File: src/hdl/sgrde_pkg.sv
package sgrde_pkg;

   // colour kinds
   localparam logic [1:0] KIND_DEFAULT = 2'd0;
   localparam logic [1:0] KIND_INDEX   = 2'd1;
   localparam logic [1:0] KIND_RGB     = 2'd2;

   // SGR codes
   localparam logic [7:0] SGR_RESET    = 8'd0;
   localparam logic [7:0] SGR_NORMAL   = 8'd22;
   localparam logic [7:0] SGR_CLR_BASE = 8'd20;
   localparam logic [7:0] FG_DEFAULT   = 8'd39;
   localparam logic [7:0] BG_DEFAULT   = 8'd49;
   localparam logic [7:0] FG_BASE      = 8'd30;
   localparam logic [7:0] BG_BASE      = 8'd40;
   localparam logic [7:0] FG_BRIGHT    = 8'd90;
   localparam logic [7:0] BG_BRIGHT    = 8'd100;
   localparam logic [7:0] FG_EXT       = 8'd38;
   localparam logic [7:0] BG_EXT       = 8'd48;
   localparam logic [7:0] SUB_INDEX    = 8'd5;
   localparam logic [7:0] SUB_RGB      = 8'd2;

   localparam int ATTR_W = 9;
   localparam int MAX_SUB = 4;

   typedef struct packed {
      logic [1:0] kind;
      logic [7:0] idx;
      logic [7:0] r;
      logic [7:0] g;
      logic [7:0] b;
   } colour_type;

   // one primary with its sub-parameters, as queued between front and back
   typedef struct packed {
      logic [7:0]               value;
      logic                     opens;
      logic                     close;
      logic [2:0]               nsub;
      logic [MAX_SUB-1:0][7:0]  sub;
   } entry_type;

   typedef struct packed {
      logic full;
      logic empty;
   } qstat_type;

endpackage

File: src/hdl/sgrde_queue.sv
module sgrde_queue #(
   parameter int DEPTH = 12
) (
   input  logic                 clock,
   input  logic                 reset,
   input  logic                 push,
   input  sgrde_pkg::entry_type wdata,
   input  logic                 pop,
   output sgrde_pkg::entry_type rdata,
   output sgrde_pkg::qstat_type stat
);
   import sgrde_pkg::*;

   localparam int PW = (DEPTH > 1) ? $clog2(DEPTH) : 1;
   localparam int CW = $clog2(DEPTH + 1);

   entry_type        mem_ff [DEPTH];
   logic [PW-1:0]    wr_ff, wr_in;
   logic [PW-1:0]    rd_ff, rd_in;
   logic [CW-1:0]    cnt_ff, cnt_in;
   logic             do_push, do_pop;

   assign stat.full  = (cnt_ff == CW'(DEPTH));
   assign stat.empty = (cnt_ff == '0);
   assign do_push    = push && !stat.full;
   assign do_pop     = pop && !stat.empty;
   assign rdata      = mem_ff[rd_ff];

   always_comb begin
      wr_in  = wr_ff;
      rd_in  = rd_ff;
      cnt_in = cnt_ff;
      if (do_push) begin
         wr_in = (wr_ff == PW'(DEPTH - 1)) ? '0 : wr_ff + PW'(1);
      end
      if (do_pop) begin
         rd_in = (rd_ff == PW'(DEPTH - 1)) ? '0 : rd_ff + PW'(1);
      end
      if (do_push && !do_pop) begin
         cnt_in = cnt_ff + CW'(1);
      end else if (do_pop && !do_push) begin
         cnt_in = cnt_ff - CW'(1);
      end
   end

   always_ff @(posedge clock) begin
      if (reset) begin
         wr_ff  <= '0;
         rd_ff  <= '0;
         cnt_ff <= '0;
      end else begin
         wr_ff  <= wr_in;
         rd_ff  <= rd_in;
         cnt_ff <= cnt_in;
      end
   end

   always_ff @(posedge clock) begin
      if (do_push) begin
         mem_ff[wr_ff] <= wdata;
      end
   end

endmodule

File: src/hdl/sgrde_front.sv
module sgrde_front #(
   parameter int LOAD_LIMIT = 10
) (
   input  logic                  clock,
   input  logic                  reset,
   input  logic                  in_push,
   output logic                  in_full,
   input  logic [8:0]            in_attr,
   input  sgrde_pkg::colour_type in_fg,
   input  sgrde_pkg::colour_type in_bg,
   output logic                  q_push,
   output sgrde_pkg::entry_type  q_wdata,
   input  sgrde_pkg::qstat_type  q_stat
);
   import sgrde_pkg::*;

   localparam int LW = $clog2(LOAD_LIMIT + 6);

   // scan steps: reset code, attributes 1..9, fg, bg, flush
   localparam logic [3:0] STEP_RESET = 4'd0;
   localparam logic [3:0] STEP_ATTR1 = 4'd1;
   localparam logic [3:0] STEP_ATTR9 = 4'd9;
   localparam logic [3:0] STEP_FG    = 4'd10;
   localparam logic [3:0] STEP_BG    = 4'd11;

   function automatic entry_type colour_entry(colour_type c, logic fg);
      entry_type e;
      e = '0;
      case (c.kind)
         KIND_INDEX: begin
            if (c.idx < 8'd8) begin
               e.value = (fg ? FG_BASE : BG_BASE) + {5'b0, c.idx[2:0]};
            end else if (c.idx < 8'd16) begin
               e.value = (fg ? FG_BRIGHT : BG_BRIGHT) + {5'b0, c.idx[2:0]};
            end else begin
               e.value  = fg ? FG_EXT : BG_EXT;
               e.nsub   = 3'd2;
               e.sub[0] = SUB_INDEX;
               e.sub[1] = c.idx;
            end
         end
         KIND_RGB: begin
            e.value  = fg ? FG_EXT : BG_EXT;
            e.nsub   = 3'd4;
            e.sub[0] = SUB_RGB;
            e.sub[1] = c.r;
            e.sub[2] = c.g;
            e.sub[3] = c.b;
         end
         default: begin
            e.value = fg ? FG_DEFAULT : BG_DEFAULT;
         end
      endcase
      return e;
   endfunction

   logic             busy_ff, busy_in;
   logic [3:0]       step_ff, step_in;
   logic             zero_ff, zero_in;
   logic [8:0]       chg_ff, chg_in;
   logic [8:0]       attr_ff, attr_in;
   logic             fgc_ff, fgc_in;
   logic             bgc_ff, bgc_in;
   colour_type       fg_ff, fg_in;
   colour_type       bg_ff, bg_in;
   logic [8:0]       prev_attr_ff, prev_attr_in;
   colour_type       prev_fg_ff, prev_fg_in;
   colour_type       prev_bg_ff, prev_bg_in;
   logic [LW-1:0]    load_ff, load_in;
   logic             first_ff, first_in;
   entry_type        pend_ff, pend_in;
   logic             pend_v_ff, pend_v_in;

   logic             have;
   entry_type        cand;
   logic [3:0]       aidx;
   logic [LW-1:0]    prim_load, sum;
   logic             split, zero_now;
   colour_type       base_fg, base_bg;

   assign in_full = busy_ff;
   assign aidx    = step_ff - STEP_ATTR1;

   always_comb begin
      have = 1'b0;
      cand = '0;
      case (step_ff) inside
         STEP_RESET: begin
            have       = zero_ff;
            cand.value = SGR_RESET;
         end
         [STEP_ATTR1:STEP_ATTR9]: begin
            have = chg_ff[aidx];
            if (attr_ff[aidx]) begin
               cand.value = {4'b0, step_ff};
            end else if (step_ff == STEP_ATTR1) begin
               cand.value = SGR_NORMAL;
            end else begin
               cand.value = SGR_CLR_BASE + {4'b0, step_ff};
            end
         end
         STEP_FG: begin
            have = fgc_ff;
            cand = colour_entry(fg_ff, 1'b1);
         end
         STEP_BG: begin
            have = bgc_ff;
            cand = colour_entry(bg_ff, 1'b0);
         end
         default: begin
            have = 1'b0;
         end
      endcase
   end

   assign prim_load = LW'(1) + LW'(cand.nsub);
   assign sum       = load_ff + prim_load;
   assign split     = (load_ff != '0) && (sum > LW'(LOAD_LIMIT));

   // change detection against the remembered style
   assign zero_now = (in_attr == '0) && (prev_attr_ff != '0);
   assign base_fg  = zero_now ? colour_type'('0) : prev_fg_ff;
   assign base_bg  = zero_now ? colour_type'('0) : prev_bg_ff;

   always_comb begin
      busy_in      = busy_ff;
      step_in      = step_ff;
      zero_in      = zero_ff;
      chg_in       = chg_ff;
      attr_in      = attr_ff;
      fgc_in       = fgc_ff;
      bgc_in       = bgc_ff;
      fg_in        = fg_ff;
      bg_in        = bg_ff;
      prev_attr_in = prev_attr_ff;
      prev_fg_in   = prev_fg_ff;
      prev_bg_in   = prev_bg_ff;
      load_in      = load_ff;
      first_in     = first_ff;
      pend_in      = pend_ff;
      pend_v_in    = pend_v_ff;
      q_push       = 1'b0;
      q_wdata      = pend_ff;

      if (!busy_ff) begin
         if (in_push) begin
            busy_in      = 1'b1;
            step_in      = STEP_RESET;
            zero_in      = zero_now;
            chg_in       = (in_attr != '0) ? (in_attr ^ prev_attr_ff) : '0;
            attr_in      = in_attr;
            fgc_in       = (in_fg != base_fg);
            bgc_in       = (in_bg != base_bg);
            fg_in        = in_fg;
            bg_in        = in_bg;
            prev_attr_in = in_attr;
            prev_fg_in   = in_fg;
            prev_bg_in   = in_bg;
            load_in      = '0;
            first_in     = 1'b1;
            pend_v_in    = 1'b0;
         end
      end else if (step_ff > STEP_BG) begin
         // flush: held primary closes the item's last sequence
         q_wdata.close = 1'b1;
         if (!pend_v_ff) begin
            busy_in = 1'b0;
         end else if (!q_stat.full) begin
            q_push    = 1'b1;
            pend_v_in = 1'b0;
            busy_in   = 1'b0;
         end
      end else if (!have) begin
         step_in = step_ff + 4'd1;
      end else if (!(pend_v_ff && q_stat.full)) begin
         // held primary learns whether a split follows it
         q_wdata.close = split;
         q_push        = pend_v_ff;
         pend_in       = cand;
         pend_in.opens = first_ff || split;
         pend_v_in     = 1'b1;
         load_in       = split ? prim_load : sum;
         first_in      = 1'b0;
         step_in       = step_ff + 4'd1;
      end
   end

   always_ff @(posedge clock) begin
      if (reset) begin
         busy_ff      <= 1'b0;
         step_ff      <= STEP_RESET;
         pend_v_ff    <= 1'b0;
         prev_attr_ff <= '0;
         prev_fg_ff   <= '0;
         prev_bg_ff   <= '0;
      end else begin
         busy_ff      <= busy_in;
         step_ff      <= step_in;
         pend_v_ff    <= pend_v_in;
         prev_attr_ff <= prev_attr_in;
         prev_fg_ff   <= prev_fg_in;
         prev_bg_ff   <= prev_bg_in;
      end
   end

   always_ff @(posedge clock) begin
      zero_ff  <= zero_in;
      chg_ff   <= chg_in;
      attr_ff  <= attr_in;
      fgc_ff   <= fgc_in;
      bgc_ff   <= bgc_in;
      fg_ff    <= fg_in;
      bg_ff    <= bg_in;
      load_ff  <= load_in;
      first_ff <= first_in;
      pend_ff  <= pend_in;
   end

endmodule

File: src/hdl/sgrde_back.sv
module sgrde_back (
   input  logic                 clock,
   input  logic                 reset,
   input  sgrde_pkg::entry_type q_rdata,
   input  sgrde_pkg::qstat_type q_stat,
   output logic                 q_pop,
   output logic                 out_empty,
   input  logic                 out_pop,
   output logic [7:0]           out_value,
   output logic                 out_opens,
   output logic                 out_is_sub,
   output logic                 out_last
);
   import sgrde_pkg::*;

   logic        out_v_ff, out_v_in;
   logic [2:0]  sub_ff, sub_in;
   logic [7:0]  value_ff, value_in;
   logic        opens_ff, opens_in;
   logic        is_sub_ff, is_sub_in;
   logic        last_ff, last_in;
   logic        load_word, entry_done;
   logic [1:0]  sidx;

   assign out_empty  = !out_v_ff;
   assign out_value  = value_ff;
   assign out_opens  = opens_ff;
   assign out_is_sub = is_sub_ff;
   assign out_last   = last_ff;

   assign load_word  = (!out_v_ff || out_pop) && !q_stat.empty;
   assign sidx       = 2'(sub_ff - 3'd1);
   assign entry_done = (sub_ff == q_rdata.nsub);
   assign q_pop      = load_word && entry_done;

   always_comb begin
      out_v_in  = out_v_ff;
      sub_in    = sub_ff;
      value_in  = value_ff;
      opens_in  = opens_ff;
      is_sub_in = is_sub_ff;
      last_in   = last_ff;
      if (load_word) begin
         out_v_in = 1'b1;
         if (sub_ff == '0) begin
            value_in  = q_rdata.value;
            opens_in  = q_rdata.opens;
            is_sub_in = 1'b0;
         end else begin
            value_in  = q_rdata.sub[sidx];
            opens_in  = 1'b0;
            is_sub_in = 1'b1;
         end
         last_in = q_rdata.close && entry_done;
         sub_in  = entry_done ? 3'd0 : sub_ff + 3'd1;
      end else if (out_pop) begin
         out_v_in = 1'b0;
      end
   end

   always_ff @(posedge clock) begin
      if (reset) begin
         out_v_ff <= 1'b0;
         sub_ff   <= '0;
      end else begin
         out_v_ff <= out_v_in;
         sub_ff   <= sub_in;
      end
   end

   always_ff @(posedge clock) begin
      value_ff  <= value_in;
      opens_ff  <= opens_in;
      is_sub_ff <= is_sub_in;
      last_ff   <= last_in;
   end

endmodule

File: src/hdl/sgr_style_delta_encoder.sv
// SGR style delta encoder.
// Input queue side: drive req_* style fields and raise req_push; a word is
// taken on a clock edge with req_push high and req_full low. Each word is one
// cell style (attribute mask, fg and bg colours).
// Result queue side: while rsp_empty is low the oldest SGR parameter number
// sits on rsp_*; raise rsp_pop to take it. Flags mark ESC [ openings,
// sub-parameters of 38/48 and the final number before m.
// Flow: the front scans one candidate code per cycle while the primary queue
// has room (reset code, nine attributes, fg, bg) plus a flush step, and
// holds req_full high from acceptance until the flush, so it takes no new
// style word before its scan of the current one ends. The back emits one
// parameter word per cycle while rsp_pop is high and the queue holds primaries,
// up to 19 per style. The front holds each primary until it knows whether a
// split follows. Sustained rate per style is set by the front scan loop and
// the single output register.
// Reset: remembered style returns to no attributes and default colours,
// the primary queue and output register empty.
// Stall: if rsp_pop stays low the primary queue (PARAM_SLOTS deep) fills,
// the front halts mid-scan and req_full stays high; nothing is dropped.
module sgr_style_delta_encoder #(
   parameter int LOAD_LIMIT  = 10,
   parameter int PARAM_SLOTS = 12
) (
   input  logic        clock,
   input  logic        reset,
   input  logic        req_push,
   output logic        req_full,
   input  logic [8:0]  req_attr_mask,
   input  logic [1:0]  req_fg_kind,
   input  logic [7:0]  req_fg_index,
   input  logic [7:0]  req_fg_red,
   input  logic [7:0]  req_fg_green,
   input  logic [7:0]  req_fg_blue,
   input  logic [1:0]  req_bg_kind,
   input  logic [7:0]  req_bg_index,
   input  logic [7:0]  req_bg_red,
   input  logic [7:0]  req_bg_green,
   input  logic [7:0]  req_bg_blue,
   output logic        rsp_empty,
   input  logic        rsp_pop,
   output logic [7:0]  rsp_param_value,
   output logic        rsp_opens_sequence,
   output logic        rsp_is_sub,
   output logic        rsp_last
);
   import sgrde_pkg::*;

   colour_type fg_norm, bg_norm;
   logic       q_push, q_pop;
   entry_type  q_wdata, q_rdata;
   qstat_type  q_stat;

   // Normalize colours: kind 3 reads as default, unused fields zeroed so
   // the front can compare whole structs.
   always_comb begin
      fg_norm = '0;
      case (req_fg_kind)
         KIND_INDEX: begin
            fg_norm.kind = KIND_INDEX;
            fg_norm.idx  = req_fg_index;
         end
         KIND_RGB: begin
            fg_norm.kind = KIND_RGB;
            fg_norm.r    = req_fg_red;
            fg_norm.g    = req_fg_green;
            fg_norm.b    = req_fg_blue;
         end
         default: fg_norm = '0;
      endcase
   end

   always_comb begin
      bg_norm = '0;
      case (req_bg_kind)
         KIND_INDEX: begin
            bg_norm.kind = KIND_INDEX;
            bg_norm.idx  = req_bg_index;
         end
         KIND_RGB: begin
            bg_norm.kind = KIND_RGB;
            bg_norm.r    = req_bg_red;
            bg_norm.g    = req_bg_green;
            bg_norm.b    = req_bg_blue;
         end
         default: bg_norm = '0;
      endcase
   end

   // front: change detection, code selection, sequence splitting
   sgrde_front #(
      .LOAD_LIMIT (LOAD_LIMIT)
   ) u_front (
      .clock   (clock),
      .reset   (reset),
      .in_push (req_push),
      .in_full (req_full),
      .in_attr (req_attr_mask),
      .in_fg   (fg_norm),
      .in_bg   (bg_norm),
      .q_push  (q_push),
      .q_wdata (q_wdata),
      .q_stat  (q_stat)
   );

   // primaries waiting for the back end
   sgrde_queue #(
      .DEPTH (PARAM_SLOTS)
   ) u_queue (
      .clock (clock),
      .reset (reset),
      .push  (q_push),
      .wdata (q_wdata),
      .pop   (q_pop),
      .rdata (q_rdata),
      .stat  (q_stat)
   );

   // back: expands each primary into its words
   sgrde_back u_back (
      .clock      (clock),
      .reset      (reset),
      .q_rdata    (q_rdata),
      .q_stat     (q_stat),
      .q_pop      (q_pop),
      .out_empty  (rsp_empty),
      .out_pop    (rsp_pop),
      .out_value  (rsp_param_value),
      .out_opens  (rsp_opens_sequence),
      .out_is_sub (rsp_is_sub),
      .out_last   (rsp_last)
   );

endmodule
File: config.mk
export PLATFORM = sky130hd
export DESIGN_NAME = sgr_style_delta_encoder
export DESIGN_NICKNAME = d
export VERILOG_FILES = /design/src/hdl/sgrde_pkg.sv /design/src/hdl/sgrde_queue.sv /design/src/hdl/sgrde_front.sv /design/src/hdl/sgrde_back.sv /design/src/hdl/sgr_style_delta_encoder.sv
export SDC_FILE = /design/constraint.sdc
export NUM_CORES = 1
export LEC_CHECK = 0
export BUFFER_PORTS_ARGS = -buffer_cell sky130_fd_sc_hd__buf_2
export CAP_MARGIN = 15
export CORE_MARGIN = 8
export CORE_UTILIZATION = 30
export CTS_CLUSTER_SIZE = 10
export DETAILED_ROUTE_END_ITERATION = 8
export GPL_TIMING_DRIVEN = 0
export PLACE_DENSITY = 0.47
export SLEW_MARGIN = 20
export SYNTH_ARGS = -nofsm -noshare
export SYNTH_HDL_FRONTEND = slang
export SYNTH_SLANG_ARGS = --single-unit
File: constraint.sdc
create_clock -name clock -period 13.09 [get_ports clock]
set_input_delay 2.618 -clock clock [delete_from_list [all_inputs] [get_ports clock]]
set_output_delay 2.618 -clock clock [all_outputs]
set_load 0.005 [all_outputs]
==> flow_summary.yaml, run 1 <==
outcome:
  status: "complete, but fails checks"
  violations: "design-rule violations"
timing:
  slew_violations: 0
  setup-violations-final: 0
  fin_crit_ns: 5.67
  tightest_slew_ns: 1.14
  rsz0062_at_grt: "no"
  timing.fmax_ghz: 0.176
  tns_ns: 0
  finClkSkew_ns: 0.0276
  finalCritPeriodShare_pct: 43.3
  slew_headroom_pct: 23.9
  hold_viol: 0
critical_path:
  worst_setup_path_start_kind: "flop"
  cp.required_ns: 13.38
  cp_max_fo: 12
  crit_path_frequent_cell: "a21oi_1"
  critical_path.max_stage_delay_ns: 0.74
  path_class: "reg2reg"
  critPathArrivalTime_ns: 5.96
  crit_path_cell_trace: "clkbuf_1 -> inv_1 -> ha_1 -> nand3b_1 -> nor3b_1 -> nor2b_1 -> a21oi_1 -> nor2_1 -> ha_1 -> a21o_1 -> a21oi_1 -> xnor2_1 -> o211ai_1 -> or3_1 -> a21oi_1"
  cp-end-kind: "flop"
  crit_slowest_cell: "a21oi_1"
power:
  power.static_leakage_nw: 10.9
  irDropWorstVdd_mv: 0.0958
  powerDensity_nw_per_um2: 148
floorplan:
  dieArea_um2: 106000
  die_x_um: 326
  core_area_um2: 95000
  die_h_um: 326
  num_rows: 113
  start_util_pct: 30.3
  io_pins: 94
clock_tree:
  cts_buffers: 80
  insertion_delay_ns: 0.62
  clock_path_buffers: 3
  h-tree-depth: 3
  cts_setup_buffers: 0
  post_cts_resized: 0
  cts_sinks: 688
  ctsHoldBuffers: 0
  cts_root_buffer: "clkbuf_16"
  cts.reportedPaths.clkPinSlew_ns: 0.06
  tritoncts: "yes"
worst_hold_path:
  hp-class: "reg2reg"
run:
  cap_violations: 0
logic_synthesis:
  synth_cell_type_count: 73
  synth.yosys.seq_area_share_pct: 68.2
  syn_nets: 2062
  synth_area_um2: 28800
  async_reset_ff_share_pct: 0
  synth_edf_count: 585
  yosysWarnings: 0
  synth-main-ff-cell: "edfxtp_1"
  syn-mean-instance-area_um2: 14.8
  syn-instance-count: 1950
  ys_ff_latch: 688
grt:
  grt_pass1_wl_um: 118000
  antenna_found_initial: 8
  grt_pass1_vias: 17651
  grt_max_degree: 56
  grt_overflow: 0
  grt_use_total_pct: 14.9
routing:
  via_per_inst: 4.99
  ant_nets: 0
  routed_wl_um: 81200
  vias: 17185
  routedWlPerCell_um: 23.6
  drt-pass1-iter-count: 9
  route.detailed.drc: 3
  drt_iter0_drc: 1313
place:
  finalWeightedCongestion: 0.833
  dpl_cell_area_um2: 31200
  hpwl_um: 55200
  portBuffers: 90
layout:
  area_delta_synth_final_pct: 16.4
  final_area_um2: 33500
  antenna_cells: 0
  drive_above_1_share_pct: 16.8
  final_nets: 2246
logic make-up after synthesis:
group,count (synthesis),share of synthesized area [%]
AO/OA/AOI/OAI,313,6.75
XOR/XNOR,37,1.15
adder cells (fa/ha/maj),31,1.40
buffers and inverters,180,2.48
flip-flops,688,68.2
multiplexers,162,11.1
AND/OR/NAND/NOR,539,8.84
state kept, by name, summed over array words and instances (netlist names), 9 cells and up, named ones only:
| name | cells |
|---|---|
| u_queue.mem_ff | 444 |
| u_front.bg_ff | 34 |
| u_front.prev_bg_ff | 34 |
| u_front.chg_ff | 9 |
| u_front.fg_ff | 34 |
| u_front.q_wdata | 36 |
| u_front.prev_attr_ff | 9 |
| u_front.attr_ff | 9 |
| u_front.prev_fg_ff | 34 |
where the power goes:
part           internal (mW)  switching (mW)  total [mW]
Clock                   1.18           0.855        2.03
Combinational          0.181           0.265       0.446
Sequential              2.43          0.0423        2.48
Total                   3.79            1.16        4.95
layout by cell type (no fill, tap or decap), drive strengths merged, types with 24 or more instances in the layout:
cell type / n
mux4: 125
and3: 26
nand2: 176
clkbuf: 194
a21oi: 134
nor2: 174
edfxtp: 585
buf: 133
mux2i: 29
inv: 71
o21ai: 59
ha: 29
dfxtp: 103
a22oi: 24
and2: 35
cells in the mapped netlist (23+ instances only):
cell type | n | share of area (%)
ha_1 | 29 | 1.3
nand3_1 | 23 | 0.40
o21ai_0 | 42 | 0.73
inv_1 | 66 | 0.86
mux2i_1 | 29 | 1.0
dfxtp_1 | 103 | 7.2
a21oi_1 | 134 | 2.3
nor2_1 | 174 | 2.3
nand2_1 | 176 | 2.3
and2_1 | 29 | 0.63
clkbuf_1 | 80 | 1.0
and3_1 | 26 | 0.57
edfxtp_1 | 585 | 61
mux4_2 | 123 | 9.6
a22oi_1 | 24 | 0.63
path summary, 6_finish.rpt:
| path | startpoint | end | slack (ns) | depth (start not counted) |
|---|---|---|---|---|
| max | u_front.step_ff[0] | u_queue.mem_ff[1][35] | 7.42 | 15 |
| min | u_front.prev_bg_ff[9] | u_front.prev_bg_ff[9] | 0.48 | 2 |
| max reg2reg | u_front.step_ff[0] | u_queue.mem_ff[1][35] | 7.42 | 15 |
| min reg2reg | u_front.prev_bg_ff[9] | u_front.prev_bg_ff[9] | 0.48 | 2 |
critical path, delay by kind of cell (launching register included):
kind | cells | cell delay (ns)
DFF | 1 | 0.37
AOI/OAI and AO/OA | 5 | 1.54
adders and majority gates | 2 | 0.62
xor gates and xnor gates | 1 | 0.19
and+or+nand+nor | 5 | 2.02
buffers and inverters | 2 | 0.59
layout make-up:
class / count / area, um2
inverter: 69 / 259
buffer: 111 / 458
tap: 1265 / 1580
clock buffer: 114 / 2190
fill: 9167 / 61500
multi-input combinational: 1082 / 8480
clock inverter: 10 / 123
timing repair buffer: 102 / 743
sequential: 688 / 19600
layer usage:
| layer | track usage (%) | share of wire (%) |
|---|---|---|
| met2 | 25.8 | 49 |
| met4 | 4.59 | 3.1 |
| met3 | 2.56 | 4.8 |
| met5 | 0 | 0.016 |
| met1 | 18.9 | 43 |
per-stage QoR:
step	power (mW)	utilization, %	std cells	worst slack (ns)	hold slack [ns]
after floorplan	2.80	-	1950	7.07	0.441
after global placement	2.98	32.4	3305	5.46	0.453
after detailed placement	2.98	32.8	3317	6.85	0.459
after CTS	5.02	35.2	3441	7.43	0.474
after global routing	5.13	35.2	3441	6.94	0.488
final	4.95	35.2	3441	7.42	0.480
Note: power is estimated with default switching activity, not from simulation.
==> run 2, diff against run 1 <==
PLACE_DENSITY = 0.49   (was 0.47)
clock period = 4.85 ns   (was 13.09 ns; I/O delays follow)
==> flow_summary.yaml, run 2 (synthesis results as in run 1) <==
floorplan:
  die_h_um: 326
  num_rows: 113
  die_x_um: 326
  core_area_um2: 95000
  io_pins: 94
  start_util_pct: 30.3
  dieArea_um2: 106000
worst_hold_path:
  hold_path_depth: 2
  hp-class: "reg2reg"
grt:
  grt_pass1_vias: 17906
  grt_overflow: 0
  grt_use_total_pct: 14.6
  grt_max_degree: 56
  grt_pass1_wl_um: 117000
  antenna_found_initial: 4
timing:
  hold_viol: 0
  rsz0062_at_grt: "no"
  slew_violations: 0
  tightest_slew_ns: 1.10
  setup-violations-final: 0
  slew_headroom_pct: 26.9
  finalCritPeriodShare_pct: 92.9
  holdWs_ns: 0.476
  fin_crit_ns: 4.51
  finClkSkew_ns: 0.0128
  timing.fmax_ghz: 0.222
routing:
  routed_wl_um: 80200
  drt_iter0_drc: 1621
  route.detailed.drc: 0
  vias: 17229
  via_per_inst: 5.00
  routedWlPerCell_um: 23.3
  drt-pass1-iter-count: 7
  ant_nets: 0
layout:
  fin_cells: 3444
  final_common_cell: "edfxtp_1"
  largest-register: "u_queue.mem_ff"
  drive_above_1_share_pct: 17.1
  largest_reg_flops: 444
  final_nets: 2247
  layout_common_cells: "edfxtp_1 (585), nand2_1 (176), nor2_1 (173)"
  area_delta_synth_final_pct: 16.3
place:
  finalWeightedCongestion: 0.858
  portBuffers: 90
  hpwl_um: 54400
  placed_cells: 3316
critical_path:
  path_class: "reg2reg"
  critPathArrivalTime_ns: 4.90
  cp-end-kind: "flop"
  worst_setup_path_start_kind: "flop"
  reg2reg_depth: 15
  cp.required_ns: 5.24
  cp_max_fo: 12
power:
  irDropWorstVdd_mv: 0.203
  powerDensity_nw_per_um2: 397
  p_sw_mw: 3.11
  seq_power_share_pct: 50.3
  share_comb_of_total_power_pct: 9.1
  p_int_mw: 10.2
  swShare_pct: 23.4
  power.static_leakage_nw: 10.9
  clkPwrFrac_pct: 40.6
clock_tree:
  cts.reportedPaths.clkPinSlew_ns: 0.06
  insertion_delay_ns: 0.61
  tritoncts: "yes"
  ctsHoldBuffers: 0
  cts_buffers: 81
  clock_path_buffers: 3
  cts_sinks: 688
  cts_root_buffer: "clkbuf_16"
  h-tree-depth: 3
outcome:
  status: "finished clean"
run:
  cap_violations: 0
run 2: final cells by class:
type,count,area [um2]
fill,9171,61600
sequential,688,19600
multi-input combinational,1082,8530
clock buffer,116,2200
tap,1265,1580
timing repair buffer,102,716
buffer,111,462
inverter,69,259
clock inverter,9,70.1
antenna,2,5.00
run 2: per-stage QoR:
step / setup TNS (ns) / setup WS, ns / power, mW / utilization [%] / area, um2
2_1_floorplan: 0 / 0.480 / 7.55 / - / 28800
3_3_place_gp: -530.59 / -1.15 / 8.03 / 32.4 / 30800
3_5_place_dp: -10.38 / -0.841 / 8.04 / 32.8 / 31100
4_1_cts: 0 / 0.0186 / 13.5 / 35.2 / 33400
5_1_grt: 0 / 0.0849 / 13.8 / 35.2 / 33500
6_report: 0 / 0.343 / 13.3 / 35.2 / 33500
run 2: what timing repair did:
action / CTS / global route
resized for setup: 5 / 7
setup buffers: 0 / 1
endpoints found under the setup margin: 15 / 13
pin swaps: 0 / 1
gates cloned: 0 / 0
run 2: final timing paths:
kind | from | to | slack, ns
worst min register to register | u_front.prev_bg_ff[29] | u_front.prev_bg_ff[29] | 0.48
worst max-delay path | u_front.step_ff[0] | u_queue.mem_ff[5][35] | 0.34
worst min-delay path | u_front.prev_bg_ff[29] | u_front.prev_bg_ff[29] | 0.48
worst max register to register | u_front.step_ff[0] | u_queue.mem_ff[5][35] | 0.34
run 2: power by group through the flow:
stage          Clock [mW]  Sequential, mW  Combinational [mW]
6_report             5.39            6.68                1.21
3_3_place_gp            0            6.81                1.22
2_1_floorplan           0            6.77               0.782
3_5_place_dp            0            6.81                1.24
5_1_grt              5.74            6.70                1.33
4_1_cts              5.52            6.68                1.25
run 2: critical path: stages (launching register included):
cell	delay, ns
dfxtp_1	0.37
clkbuf_2	0.26
inv_1	0.16
ha_1	0.30
nand3b_1	0.35
nor3b_4	0.36
nor2b_2	0.31
a21oi_1	0.14
nor2_2	0.24
ha_1	0.29
a21o_1	0.16
a21oi_1	0.19
xnor2_1	0.19
o211ai_1	0.22
or3_1	0.41
a21oi_4	0.34
run 2: layer usage:
metal | vias up | wire length [um] | GRT usage [%]
met1 | 8714 | 33700 | 18.5
li1 | 7805 | - | -
met2 | 563 | 40200 | 25.6
met3 | 145 | 4110 | 2.70
met5 | - | 13 | 0
met4 | 2 | 2190 | 4.30
==> run 3, diff against run 2 <==
PLACE_DENSITY = 0.47   (was 0.49)
clock period = 4.4 ns   (was 4.85 ns; I/O delays follow)
==> flow_summary.yaml, run 3 (synthesis results as in run 1) <==
worst_hold_path:
  hp-class: "reg2reg"
  hp-start: "u_front.prev_bg_ff[9]"
  hold_path_depth: 2
outcome:
  status: "finished clean"
routing:
  via_per_inst: 4.98
  drt_iter0_drc: 1387
  route.detailed.drc: 0
  met3_length_um: 3730
  routed_wl_um: 81300
  top_layer: "met5"
  drt-pass1-iter-count: 8
  vias: 17198
  routedWlPerCell_um: 23.6
  wl_met1_um: 34700
  wl_met2_um: 40200
  ant_nets: 0
place:
  hpwl_um: 55200
  dpl_cell_area_um2: 31200
  dpl_worst_slack_ns: -1.20
  portBuffers: 90
  placed_cells: 3317
  finalWeightedCongestion: 0.833
critical_path:
  critical_path.max_stage_delay_ns: 0.38
  crit_slowest_cell: "or3_1"
  critical_path_depth: 16
  critPathArrivalTime_ns: 4.74
  reg2reg_depth: 16
  crit_path_cell_trace: "buf_2 -> inv_1 -> ha_1 -> nand3b_1 -> nor3b_4 -> nor2b_2 -> a21oi_1 -> nor2_2 -> ha_1 -> a21o_1 -> a21oi_1 -> xnor2_1 -> o211ai_1 -> or3_1 -> a21oi_4 -> buf_12"
  path_class: "reg2reg"
  r2r-start: "u_front.step_ff[0]"
  cp.required_ns: 4.88
  worst_setup_path_start_kind: "flop"
  cp-end-kind: "flop"
  crit_buf_inv: 3
  cp_max_fo: 12
  worstSetupStartpoint: "u_front.step_ff[0]"
  crit_family: "simple AND/OR/NAND/NOR gates"
power:
  clkPwrFrac_pct: 41.0
  powerDensity_nw_per_um2: 439
  finalPower_mw: 14.8
  power.static_leakage_nw: 11.0
  p_sw_mw: 3.47
  p_int_mw: 11.3
  seq_power_share_pct: 49.9
  swShare_pct: 23.5
  share_comb_of_total_power_pct: 9.1
  irDropWorstVdd_mv: 0.285
timing:
  setup-violations-final: 0
  finalCritPeriodShare_pct: 96.6
  tightest_slew_ns: 1.13
  finClkSkew_ns: 0.0295
  slew_violations: 0
  fin_ws_ns: 0.148
  hold_viol: 0
  tns_ns: 0
  holdWs_ns: 0.481
  fin_crit_ns: 4.25
  timing.fmax_ghz: 0.235
  slew_headroom_pct: 24.5
clock_tree:
  tritoncts: "yes"
  cts_sinks: 688
  cts_root_buffer: "clkbuf_16"
  h-tree-depth: 3
  clock_path_buffers: 3
  cts_buffers: 80
  insertion_delay_ns: 0.62
  cts.reportedPaths.clkPinSlew_ns: 0.06
floorplan:
  dieArea_um2: 106000
  io_pins: 94
  num_rows: 113
  die_h_um: 326
  core_area_um2: 95000
  start_util_pct: 30.3
  die_x_um: 326
grt:
  grt_overflow: 0
  antenna_found_initial: 8
  grt_use_total_pct: 14.9
  grt_pass1_vias: 17687
  grt_max_degree: 56
  grt_pass1_wl_um: 118000
layout:
  largest-register: "u_queue.mem_ff"
  final_nets: 2252
  drive_above_1_share_pct: 17.6
  fin_cells: 3451
  layout_common_cells: "edfxtp_1 (585), nand2_1 (176), nor2_1 (171)"
  final_util_pct: 35.4
  area_delta_synth_final_pct: 16.9
  final_area_um2: 33600
  final_common_cell: "edfxtp_1"
  largest_reg_flops: 444
run:
  cap_violations: 0
==> run 3: worst paths after layout <==
check / to / slack (ns)
min: u_front.prev_bg_ff[9] / 0.48
max: u_queue.mem_ff[1][35] / 0.15
min reg2reg: u_front.prev_bg_ff[9] / 0.48
max reg2reg: u_queue.mem_ff[1][35] / 0.15
==> run 3: area by class of cell <==
type | count | area, um2
clock buffers | 114 | 2190
flip-flops and latches | 688 | 19600
clock inverters | 10 | 123
multi-input cells | 1082 | 8550
well taps | 1265 | 1580
repair buffers | 109 | 808
plain buffers | 110 | 460
diodes | 4 | 10.0
inverters | 69 | 259
fillers | 9158 | 61400
==> run 3: layer usage <==
layer	vias up	global-route usage [%]
li1	7825	-
met1	8739	18.9
met2	479	25.9
met3	153	2.56
met4	2	4.59
met5	-	0
==> run 3: power groups by stage <==
stage	Combinational (mW)	Clock [mW]	Sequential (mW)
6_report	1.34	6.05	7.37
3_5_place_dp	1.37	0	7.51
4_1_cts	1.38	6.18	7.37
3_3_place_gp	1.35	0	7.51
5_1_grt	1.47	6.41	7.39
2_1_floorplan	0.862	0	7.46
==> run 3: worst register-to-register path: cells and delay by family (launching register included) <==
family                     cells  cell delay (ns)
DFF                            1             0.37
AOI/OAI and AO/OA              5             0.85
buffers and inverters          3             0.53
xor gates and xnor gates       1             0.19
and+or+nand+nor                5             1.59
adders and majority gates      2             0.57
==> run 3: what timing repair did <==
action / in CTS / in global routing
setup endpoints to repair: 313 / 16
pin swaps: 3 / 2
cloned: 0 / 0
setup buffers: 3 / 4
gates resized for setup: 11 / 9
hold buffers: 0 / 0
